--- config.mk ---
export PLATFORM = sky130hd
export DESIGN_NAME = log_record_verifier_flat
export DESIGN_NICKNAME = d
export VERILOG_FILES = /design/src/hdl/lrv_pkg.sv /design/src/hdl/lrv_byte_if.sv /design/src/hdl/lrv_result_if.sv /design/src/hdl/lrv_cfg_if.sv /design/src/hdl/log_record_verifier.sv /design/src/flat_wrapper.sv
export SDC_FILE = /design/constraint.sdc
export NUM_CORES = 1
export LEC_CHECK = 0
export BUFFER_PORTS_ARGS = -buffer_cell sky130_fd_sc_hd__buf_2
export CAP_MARGIN = 5
export CELL_PAD_IN_SITES_DETAIL_PLACEMENT = 1
export CELL_PAD_IN_SITES_GLOBAL_PLACEMENT = 1
export CORE_ASPECT_RATIO = 0.9
export CORE_MARGIN = 2
export CORE_UTILIZATION = 40
export DETAILED_ROUTE_END_ITERATION = 8
export PLACE_DENSITY = 0.76
export SYNTH_ARGS = -nofsm -noshare
export SYNTH_HDL_FRONTEND = slang
export SYNTH_SLANG_ARGS = --single-unit
--- constraint.sdc ---
create_clock -name clk -period 9.3 [get_ports clk]
set_clock_uncertainty 0.1 [all_clocks]
set_input_delay 1.395 -clock clk [delete_from_list [all_inputs] [get_ports clk]]
set_output_delay 1.395 -clock clk [all_outputs]
set_load 0.01 [all_outputs]
--- src/hdl/lrv_pkg.sv ---
// Shared types, constants and the CRC-32 byte update for the log record verifier.
package lrv_pkg;

    localparam int HEADER_BYTES = 10;
    localparam int MAGIC_BYTES = 4;
    localparam int TYPE_INDEX = 5;
    localparam int LENGTH_FIRST = 6;
    localparam int LENGTH_END = 10;
    localparam int CRC_BYTES = 4;

    localparam logic [31:0] CRC_POLY = 32'hEDB8_8320;
    localparam logic [31:0] CRC_ONES = 32'hFFFF_FFFF;

    typedef enum logic [1:0] {
        KIND_PAYLOAD  = 2'd0,
        KIND_OK       = 2'd1,
        KIND_BAD_MAGIC = 2'd2,
        KIND_CRC_ERROR = 2'd3
    } kind_t;

    // One byte of the reflected CRC-32, least significant bit first.
    function automatic logic [31:0] crc_byte(input logic [31:0] crc, input logic [7:0] b);
        logic [31:0] c;
        c = crc ^ {24'd0, b};
        for (int k = 0; k < 8; k++)
        begin
            c = c[0] ? (CRC_POLY ^ (c >> 1)) : (c >> 1);
        end
        return c;
    endfunction

endpackage

--- src/hdl/lrv_byte_if.sv ---
// Input channel that carries one record stream byte per transaction.
interface lrv_byte_if;
    logic       valid;
    logic       ready;
    logic [7:0] rec_byte;

    modport source (output valid, output rec_byte, input ready);
    modport sink (input valid, input rec_byte, output ready);
endinterface

--- src/hdl/lrv_result_if.sv ---
// Output channel that carries one payload byte or record status per transaction.
interface lrv_result_if;
    logic        valid;
    logic        ready;
    logic [1:0]  kind;
    logic [7:0]  data_byte;
    logic [7:0]  record_type;
    logic [31:0] record_length;
    logic        last;

    modport source (
        output valid, output kind, output data_byte, output record_type,
        output record_length, output last, input ready
    );
    modport sink (
        input valid, input kind, input data_byte, input record_type,
        input record_length, input last, output ready
    );
endinterface

--- src/hdl/lrv_cfg_if.sv ---
// Configuration write channel that carries the expected record magic word.
interface lrv_cfg_if;
    logic        valid;
    logic        ready;
    logic [31:0] data;

    modport source (output valid, output data, input ready);
    modport sink (input valid, input data, output ready);
endinterface

--- src/hdl/log_record_verifier.sv ---
// Log record verifier: header check, payload pass-through and CRC-32 check.
// An accepted byte's result, if it has one, is written to the output register in the next cycle.
// One byte per cycle unless stalled; the CRC update and counter step share that cycle.
// A new byte is accepted whenever the output register is empty or being drained.
// Reset (rst_n low, asynchronous) returns to the header phase with the CRC at all ones
// and clears the expected magic word to zero.
module log_record_verifier
    import lrv_pkg::*;
(
    input  logic               clk,
    input  logic               rst_n,
    lrv_byte_if.sink           records,
    lrv_result_if.source       results,
    lrv_cfg_if.sink            cfg
);

    typedef enum logic [1:0] {
        PH_HEADER  = 2'd0,
        PH_PAYLOAD = 2'd1,
        PH_CRC     = 2'd2,
        PH_UNUSED  = 2'd3
    } phase_t;

    phase_t      phase_reg, phase_next;
    logic [31:0] byte_count_reg, byte_count_next;
    logic [31:0] magic_shift_reg, magic_shift_next;
    logic [7:0]  held_type_reg, held_type_next;
    logic [31:0] held_length_reg, held_length_next;
    logic [31:0] running_crc_reg, running_crc_next;
    logic [31:0] stored_crc_reg, stored_crc_next;
    logic [31:0] record_magic_reg;

    logic        out_valid_reg;
    kind_t       kind_reg;
    logic [7:0]  data_byte_reg;
    logic [7:0]  record_type_reg;
    logic [31:0] record_length_reg;
    logic        last_reg;

    logic        accept;
    logic        has_result;
    kind_t       res_kind;
    logic [7:0]  res_data;
    logic [31:0] crc_updated;
    logic [31:0] count_inc;
    logic [7:0]  b;

    assign b = records.rec_byte;
    assign records.ready = !out_valid_reg || results.ready;
    assign accept = records.valid && records.ready;
    assign cfg.ready = 1'b1;

    assign results.valid = out_valid_reg;
    assign results.kind = kind_reg;
    assign results.data_byte = data_byte_reg;
    assign results.record_type = record_type_reg;
    assign results.record_length = record_length_reg;
    assign results.last = last_reg;

    assign crc_updated = crc_byte(running_crc_reg, b);
    assign count_inc = byte_count_reg + 32'd1;

    always_comb
    begin
        phase_next = phase_reg;
        byte_count_next = byte_count_reg;
        magic_shift_next = magic_shift_reg;
        held_type_next = held_type_reg;
        held_length_next = held_length_reg;
        running_crc_next = running_crc_reg;
        stored_crc_next = stored_crc_reg;
        has_result = 1'b0;
        res_kind = KIND_PAYLOAD;
        res_data = 8'd0;
        case (phase_reg)
            PH_PAYLOAD:
            begin
                running_crc_next = crc_updated;
                has_result = 1'b1;
                res_data = b;
                if (count_inc == held_length_reg)
                begin
                    phase_next = PH_CRC;
                    byte_count_next = 32'd0;
                end
                else
                begin
                    byte_count_next = count_inc;
                end
            end
            PH_CRC:
            begin
                stored_crc_next = {stored_crc_reg[23:0], b};
                if (byte_count_reg == 32'(CRC_BYTES - 1))
                begin
                    has_result = 1'b1;
                    res_kind = ((running_crc_reg ^ CRC_ONES) == stored_crc_next) ?
                               KIND_OK : KIND_CRC_ERROR;
                    phase_next = PH_HEADER;
                    byte_count_next = 32'd0;
                    running_crc_next = CRC_ONES;
                    stored_crc_next = 32'd0;
                end
                else
                begin
                    byte_count_next = count_inc;
                end
            end
            default:
            begin
                running_crc_next = crc_updated;
                if (byte_count_reg < 32'(MAGIC_BYTES))
                begin
                    magic_shift_next = {magic_shift_reg[23:0], b};
                end
                else if (byte_count_reg == 32'(TYPE_INDEX))
                begin
                    held_type_next = b;
                end
                else if (byte_count_reg >= 32'(LENGTH_FIRST) &&
                         byte_count_reg < 32'(LENGTH_END))
                begin
                    held_length_next = {held_length_reg[23:0], b};
                end

                if (byte_count_reg >= 32'(HEADER_BYTES - 1))
                begin
                    if (magic_shift_next != record_magic_reg)
                    begin
                        has_result = 1'b1;
                        res_kind = KIND_BAD_MAGIC;
                        phase_next = PH_HEADER;
                        running_crc_next = CRC_ONES;
                    end
                    else
                    begin
                        phase_next = (held_length_next == 32'd0) ? PH_CRC : PH_PAYLOAD;
                    end
                    byte_count_next = 32'd0;
                    stored_crc_next = 32'd0;
                end
                else
                begin
                    byte_count_next = count_inc;
                end
            end
        endcase
    end

    always_ff @(posedge clk or negedge rst_n)
    begin
        if (!rst_n)
        begin
            phase_reg <= PH_HEADER;
            byte_count_reg <= 32'd0;
            magic_shift_reg <= 32'd0;
            held_type_reg <= 8'd0;
            held_length_reg <= 32'd0;
            running_crc_reg <= CRC_ONES;
            stored_crc_reg <= 32'd0;
            record_magic_reg <= 32'd0;
            out_valid_reg <= 1'b0;
            kind_reg <= KIND_PAYLOAD;
            data_byte_reg <= 8'd0;
            record_type_reg <= 8'd0;
            record_length_reg <= 32'd0;
            last_reg <= 1'b0;
        end
        else
        begin
            if (cfg.valid)
            begin
                record_magic_reg <= cfg.data;
            end
            if (accept)
            begin
                phase_reg <= phase_next;
                byte_count_reg <= byte_count_next;
                magic_shift_reg <= magic_shift_next;
                held_type_reg <= held_type_next;
                held_length_reg <= held_length_next;
                running_crc_reg <= running_crc_next;
                stored_crc_reg <= stored_crc_next;
                out_valid_reg <= has_result;
                kind_reg <= res_kind;
                data_byte_reg <= res_data;
                record_type_reg <= held_type_next;
                record_length_reg <= held_length_next;
                last_reg <= (res_kind != KIND_PAYLOAD);
            end
            else if (results.ready)
            begin
                out_valid_reg <= 1'b0;
            end
        end
    end

    // A status transaction always ends the record, and a payload transaction never does.
    assert property (@(posedge clk) disable iff (!rst_n)
        out_valid_reg |-> (last_reg == (kind_reg != KIND_PAYLOAD)))
        else $error("last flag disagrees with result kind");

    // Status transactions carry a zero data byte.
    assert property (@(posedge clk) disable iff (!rst_n)
        (out_valid_reg && kind_reg != KIND_PAYLOAD) |-> (data_byte_reg == 8'd0))
        else $error("status result with nonzero data byte");

    // The payload phase is only entered with a nonzero length.
    assert property (@(posedge clk) disable iff (!rst_n)
        (phase_reg == PH_PAYLOAD) |-> (held_length_reg != 32'd0))
        else $error("payload phase with zero length");

    // Every accepted payload byte shows up as a payload result in the next cycle.
    assert property (@(posedge clk) disable iff (!rst_n)
        (accept && phase_reg == PH_PAYLOAD) |=>
        (out_valid_reg && kind_reg == KIND_PAYLOAD && data_byte_reg == $past(b)))
        else $error("payload byte not forwarded");

    // The CRC trailer count never runs past its four bytes.
    assert property (@(posedge clk) disable iff (!rst_n)
        (phase_reg == PH_CRC) |-> (byte_count_reg < 32'(CRC_BYTES)))
        else $error("CRC byte count out of range");

endmodule

--- src/flat_wrapper.sv ---
// flat-port wrapper written by rule: the top's interface ports become plain ports
module log_record_verifier_flat import lrv_pkg::*;
  (clk, rst_n, records_valid, records_rec_byte, records_ready, results_valid, results_kind, results_data_byte, results_record_type, results_record_length, results_last, results_ready, cfg_valid, cfg_data, cfg_ready);
  lrv_byte_if records_i ();
  lrv_result_if results_i ();
  lrv_cfg_if cfg_i ();
  input  logic clk;
  input  logic rst_n;
  input wire logic [$bits(records_i.valid)-1:0] records_valid;
  input wire logic [$bits(records_i.rec_byte)-1:0] records_rec_byte;
  output wire logic [$bits(records_i.ready)-1:0] records_ready;
  output wire logic [$bits(results_i.valid)-1:0] results_valid;
  output wire logic [$bits(results_i.kind)-1:0] results_kind;
  output wire logic [$bits(results_i.data_byte)-1:0] results_data_byte;
  output wire logic [$bits(results_i.record_type)-1:0] results_record_type;
  output wire logic [$bits(results_i.record_length)-1:0] results_record_length;
  output wire logic [$bits(results_i.last)-1:0] results_last;
  input wire logic [$bits(results_i.ready)-1:0] results_ready;
  input wire logic [$bits(cfg_i.valid)-1:0] cfg_valid;
  input wire logic [$bits(cfg_i.data)-1:0] cfg_data;
  output wire logic [$bits(cfg_i.ready)-1:0] cfg_ready;
  assign records_i.valid = records_valid;
  assign records_i.rec_byte = records_rec_byte;
  assign records_ready = records_i.ready;
  assign results_valid = results_i.valid;
  assign results_kind = results_i.kind;
  assign results_data_byte = results_i.data_byte;
  assign results_record_type = results_i.record_type;
  assign results_record_length = results_i.record_length;
  assign results_last = results_i.last;
  assign results_i.ready = results_ready;
  assign cfg_i.valid = cfg_valid;
  assign cfg_i.data = cfg_data;
  assign cfg_ready = cfg_i.ready;
  log_record_verifier u_core (.clk(clk), .rst_n(rst_n), .records(records_i), .results(results_i), .cfg(cfg_i));
endmodule
### Yosys cells after proc, flatten, opt, wreduce, memory -nomap -nowiden

Index checks and enable logic that the tools add are counted.

* magnitude comparators: 4
* mux-type cells: 44
* $add $sub $neg: 1
* reduce and logical (&&, ||, !) cells: 15
* eq/ne operators: 9
* bitwise operators: 13

Operator list (count)
* 32-bit two-way mux: 21
* 32-bit one-hot mux with 2 select lines: 2
* 13-bit inverter with 14-bit output: 8
* 32-bit equality test: 2
* 24-bit two-way mux: 2
* 24-bit one-hot mux with 2 select lines: 1
* 32-bit by 1-bit adder with 32-bit output, second input constant: 1
* 32-bit by 2-bit equality test with 1-bit output, second input constant: 1
* 32-bit by 3-bit equality test with 1-bit output, second input constant: 1
* 32-bit by 3-bit greater-or-equal comparator with 1-bit output, second input constant: 1
* 32-bit by 4-bit greater-or-equal comparator with 1-bit output, second input constant: 1
* 32-bit zero test: 1
* 32-bit by 3-bit less-than comparator with 1-bit output, second input constant: 1
* 32-bit by 4-bit less-than comparator with 1-bit output, second input constant: 1
* 32-bit != test: 1
* 32-bit inverter: 1
* 32-bit by 8-bit XOR with 32-bit output: 1
* 2-bit two-way mux: 9
* 8-bit two-way mux: 1
* 2-bit one-hot mux with 2 select lines: 2
* 4-bit AND reduction: 2
* 2-bit nonzero test: 3
* 1-bit two-way mux: 5
* 2-bit by 1-bit != test with 1-bit output, second input constant: 2
* other kinds (11): 15

* register bits after elaboration: 206
* word-level logic and storage cells: 98
* output and inout bits: 54

### Longest topological paths before layout

* depth in word-level cells: 20
* gate-level depth with buffers: 14

### Worst setup path after synthesis

Ideal clock, no wire load.

* path kind: register -> register
* start: register u_core.byte_count_reg[0]
* end: register u_core.byte_count_reg[27]
* period minus slack after synthesis: 3.606 ns
* data arrival time: 3.373 ns
* slack: 5.694 ns
* setup time: 0.133 ns
* stages on the path, launching flop included: 15
* path through: dfrtp_1 ha_1 buf_4 nand3_2 or4_1 buf_2 nor4_2 xnor2_1 nor2_1 a2111o_1 or4_1 buf_2 buf_6 a32oi_1 o31ai_1

* longest elaborated chain between the ends: 4
* elaborated cells on any way between the ends: 8

Ends and longest elaborated chain
* from (decl): line log_record_verifier.sv:25 `logic [31:0] byte_count_reg, byte_count_next;`
* from (signal assigned): line log_record_verifier.sv:178 `byte_count_reg <= byte_count_next;`
* 32-bit by 1-bit adder with 32-bit output: line log_record_verifier.sv:61 `assign count_inc = byte_count_reg + 32'd1;`
* 32-bit equality test: line log_record_verifier.sv:81 `if (count_inc == held_length_reg)`
* 32-bit two-way mux: line log_record_verifier.sv:81
* 32-bit one-hot mux with 2 select lines *: line log_record_verifier.sv:75 `case (phase_reg)`

Every way passes the cells marked *; elsewhere a longest branch is shown, timed or not.
A chain may end at the register's enable or synchronous reset.

### Final worst setup path

* start: register u_core.byte_count_reg[0]
* end: register u_core.byte_count_reg[28]

The elaborated chain is that of the path after synthesis.

==> impl_metrics.tcl <==
set metrics [dict create \
    avgSynthCellArea_um2 9.92 \
    rsz0062_at_grt "false" \
    final_cell_mix "174 x dfrtp_1, 124 x nand2_1, 96 x buf_2, 92 x xnor2_1, 87 x mux2_2" \
    grt_pass1_wl_mm 58.8 \
    gp_congestion 0.900 \
    max_slew.worst_pin.slew_ns 1.18 \
    grt_antenna_before_repair 0 \
    fin_crit_ns 4.32 \
    synth-seq-cells 206 \
    first_pass_iters 5 \
    wl_per_cell_um 21.8 \
    rows 59 \
    io_buffers 97 \
    maxSlewHeadroom_pct 21.5 \
    routed_wl_mm 36.3 \
    cp-start-kind "flop" \
    postCtsSetupBuffers 0 \
    ir_drop_mv 0.193 \
    vias 9548 \
    power.share.sequential_pct 34.1 \
    cts.sinks 206 \
    grt_remaining_overflow 0 \
    vias_per_cell 5.75 \
    dieHeight_um 167 \
    async_flop_share_pct 100 \
    io_pins 99 \
    synth_area_mm2 0.0118 \
    first_global_vias 10100 \
    critPathArrivalTime_ns 4.62 \
    root_buffer "clkbuf_16" \
    period_share_pct 46.4 \
    ys_types 75 \
    clk_pin_slew_ns 0.07 \
    drt.antenna.violating_nets 0 \
    worstPathRequired_ns 9.60 \
    ys.flop_type "dfrtp_1" \
    crit_fanout 33 \
    ys_seq_area_share_pct 43.9 \
    synth_edf_count 0 \
    ctsHoldBuffers 0 \
    fin_nets 1299 \
    start_util_pct 40.8 \
    dp_slack_ns 5.08 \
    cts_buffer_depth 3 \
    p_leak_nw 5.84 \
    status "complete, no violations" \
    p_clk_share_pct 24.5 \
    hold_class "reg -> reg" \
    switching_share_pct 39.8 \
    fin_ws_ns 4.98 \
    fmax_mhz 232 \
    setup-tns-final_ns 0 \
    grt_max_degree 108 \
    dieArea_mm2 0.0310 \
    syn_inst 1193 \
    setup_viol 0 \
    post_cts_resized 0 \
    hold_viol_final 0 \
    route.detailed.drc 0 \
    cellInternalPower_mw 2.46 \
    drv_slew 0 \
    grtUsageTotal_pct 24.0 \
    pwr-share-comb_pct 41.4 \
    power_density_mw_per_mm2 305 \
    maxCapViolCount 0 \
    cts_max_level 1 \
    endpoint_kind "flop" \
    layout_commonest_cell "dfrtp_1" \
    ys.warnings.count 0 \
    fill_cells 3272 \
    drive_above_1_share_pct 24.0 \
    layout-area-overhead-vs-synth_pct 13.3 \
    drt-initial-drc-count 731 \
    antenna_cells 0 \
    clk_latency_ns 0.55 \
    numCtsBuffers 24 \
    path_class "reg -> reg" \
    p_switching_mw 1.63 \
    die-width_um 185 \
    hpwl_mm 25.5 \
    synthesis.nets 1245 \
    coreArea_mm2 0.0290 \
    cts_tree "built" \
]
[cell type report]
type                       count  area, µm²  area share (%)
multi-input combinational    860       6090            45.4
sequential                   206       5190            38.8
clock buffer                  34        718            5.36
timing repair buffer         111        601            4.48
tap                          396        495            3.70
inverter                      44        165            1.23
clock inverter                10        138            1.03
[final timing paths]
path                                                to  slack, ns  cells past startpoint                         from
max in group asynchronous    u_core.byte_count_reg[17]       7.06                      2                        rst_n
max                          u_core.byte_count_reg[28]       4.98                     11     u_core.byte_count_reg[0]
min                        u_core.results.data_byte[7]       0.37                      2  u_core.results.data_byte[7]
max reg2reg                  u_core.byte_count_reg[28]       4.98                     11     u_core.byte_count_reg[0]
min reg2reg                u_core.results.data_byte[7]       0.37                      2  u_core.results.data_byte[7]
min in group asynchronous    u_core.stored_crc_reg[14]       0.82                      1                        rst_n
[cell usage after synthesis (13+ instances only)]
| cell type | count | share of area (%) |
|---|---|---|
| nand4_1 | 29 | 1.5 |
| nor2_1 | 56 | 1.8 |
| a22o_1 | 25 | 1.9 |
| o21ai_0 | 28 | 1.2 |
| a21oi_1 | 47 | 2.0 |
| clkbuf_1 | 49 | 1.6 |
| nand2_1 | 124 | 3.9 |
| dfrtp_1 | 174 | 37 |
| nand3_1 | 36 | 1.5 |
| xnor2_1 | 92 | 6.8 |
| buf_2 | 15 | 0.63 |
| a31oi_1 | 19 | 1.0 |
| dfstp_2 | 32 | 7.1 |
| o22ai_1 | 23 | 1.2 |
| and3_1 | 14 | 0.74 |
| nor3_1 | 13 | 0.55 |
| xor2_1 | 83 | 6.1 |
| inv_1 | 44 | 1.4 |
| nor4_1 | 39 | 2.1 |
| mux2_2 | 87 | 8.3 |
[kinds of logic after synthesis]
group,after synthesis,share of synthesized area (%)
simple gates,374,16.6
flops,206,43.9
fa+ha+maj,7,0.740
buf+inv,127,4.82
xor+xnor,175,13.0
mux,96,9.04
other cells,1,0.0317
compound gates,207,11.9
[per-layer routing]
metal  routed length [µm]  vias up  global-route usage, %
met3                 1860       58                   3.46
met1                17000     4881                   35.3
li1                     -     4337                      -
met4                  890        0                   6.45
met5                    0        -                      0
met2                16500      272                   37.2
[critical path: stages, from the launching register on]
cell and delay (ns):
dfrtp_1 0.48, ha_1 0.42, nand3_2 0.21, nor4_2 0.68
nand3_1 0.19, a211oi_1 0.30, nor4b_1 0.34, nand4_1 0.17
or4_1 0.58, buf_4 0.29, a41oi_1 0.28, o21ai_1 0.11
[power by group through the flow]
stage               Clock [mW]  Combinational, mW  Sequential, mW
finish                    1.00               1.70            1.40
global route              1.06               1.87            1.43
CTS                       1.02               1.70            1.39
detailed placement           0               1.68            1.40
global placement             0               1.62            1.39
floorplan                    0               1.28            1.31
[through the flow]
step	utilization, %	hold slack (ns)	power (mW)	cell area [µm²]	instances
floorplan	-	0.380	2.59	11800	1193
global route	46.2	0.393	4.35	13400	1661
CTS	46.2	0.372	4.12	13400	1661
detailed placement	43.2	0.358	3.09	12500	1617
global placement	43.2	0.349	3.01	12500	1617
finish	46.2	0.365	4.09	13400	1661
Power figures use the tool's default switching activity.
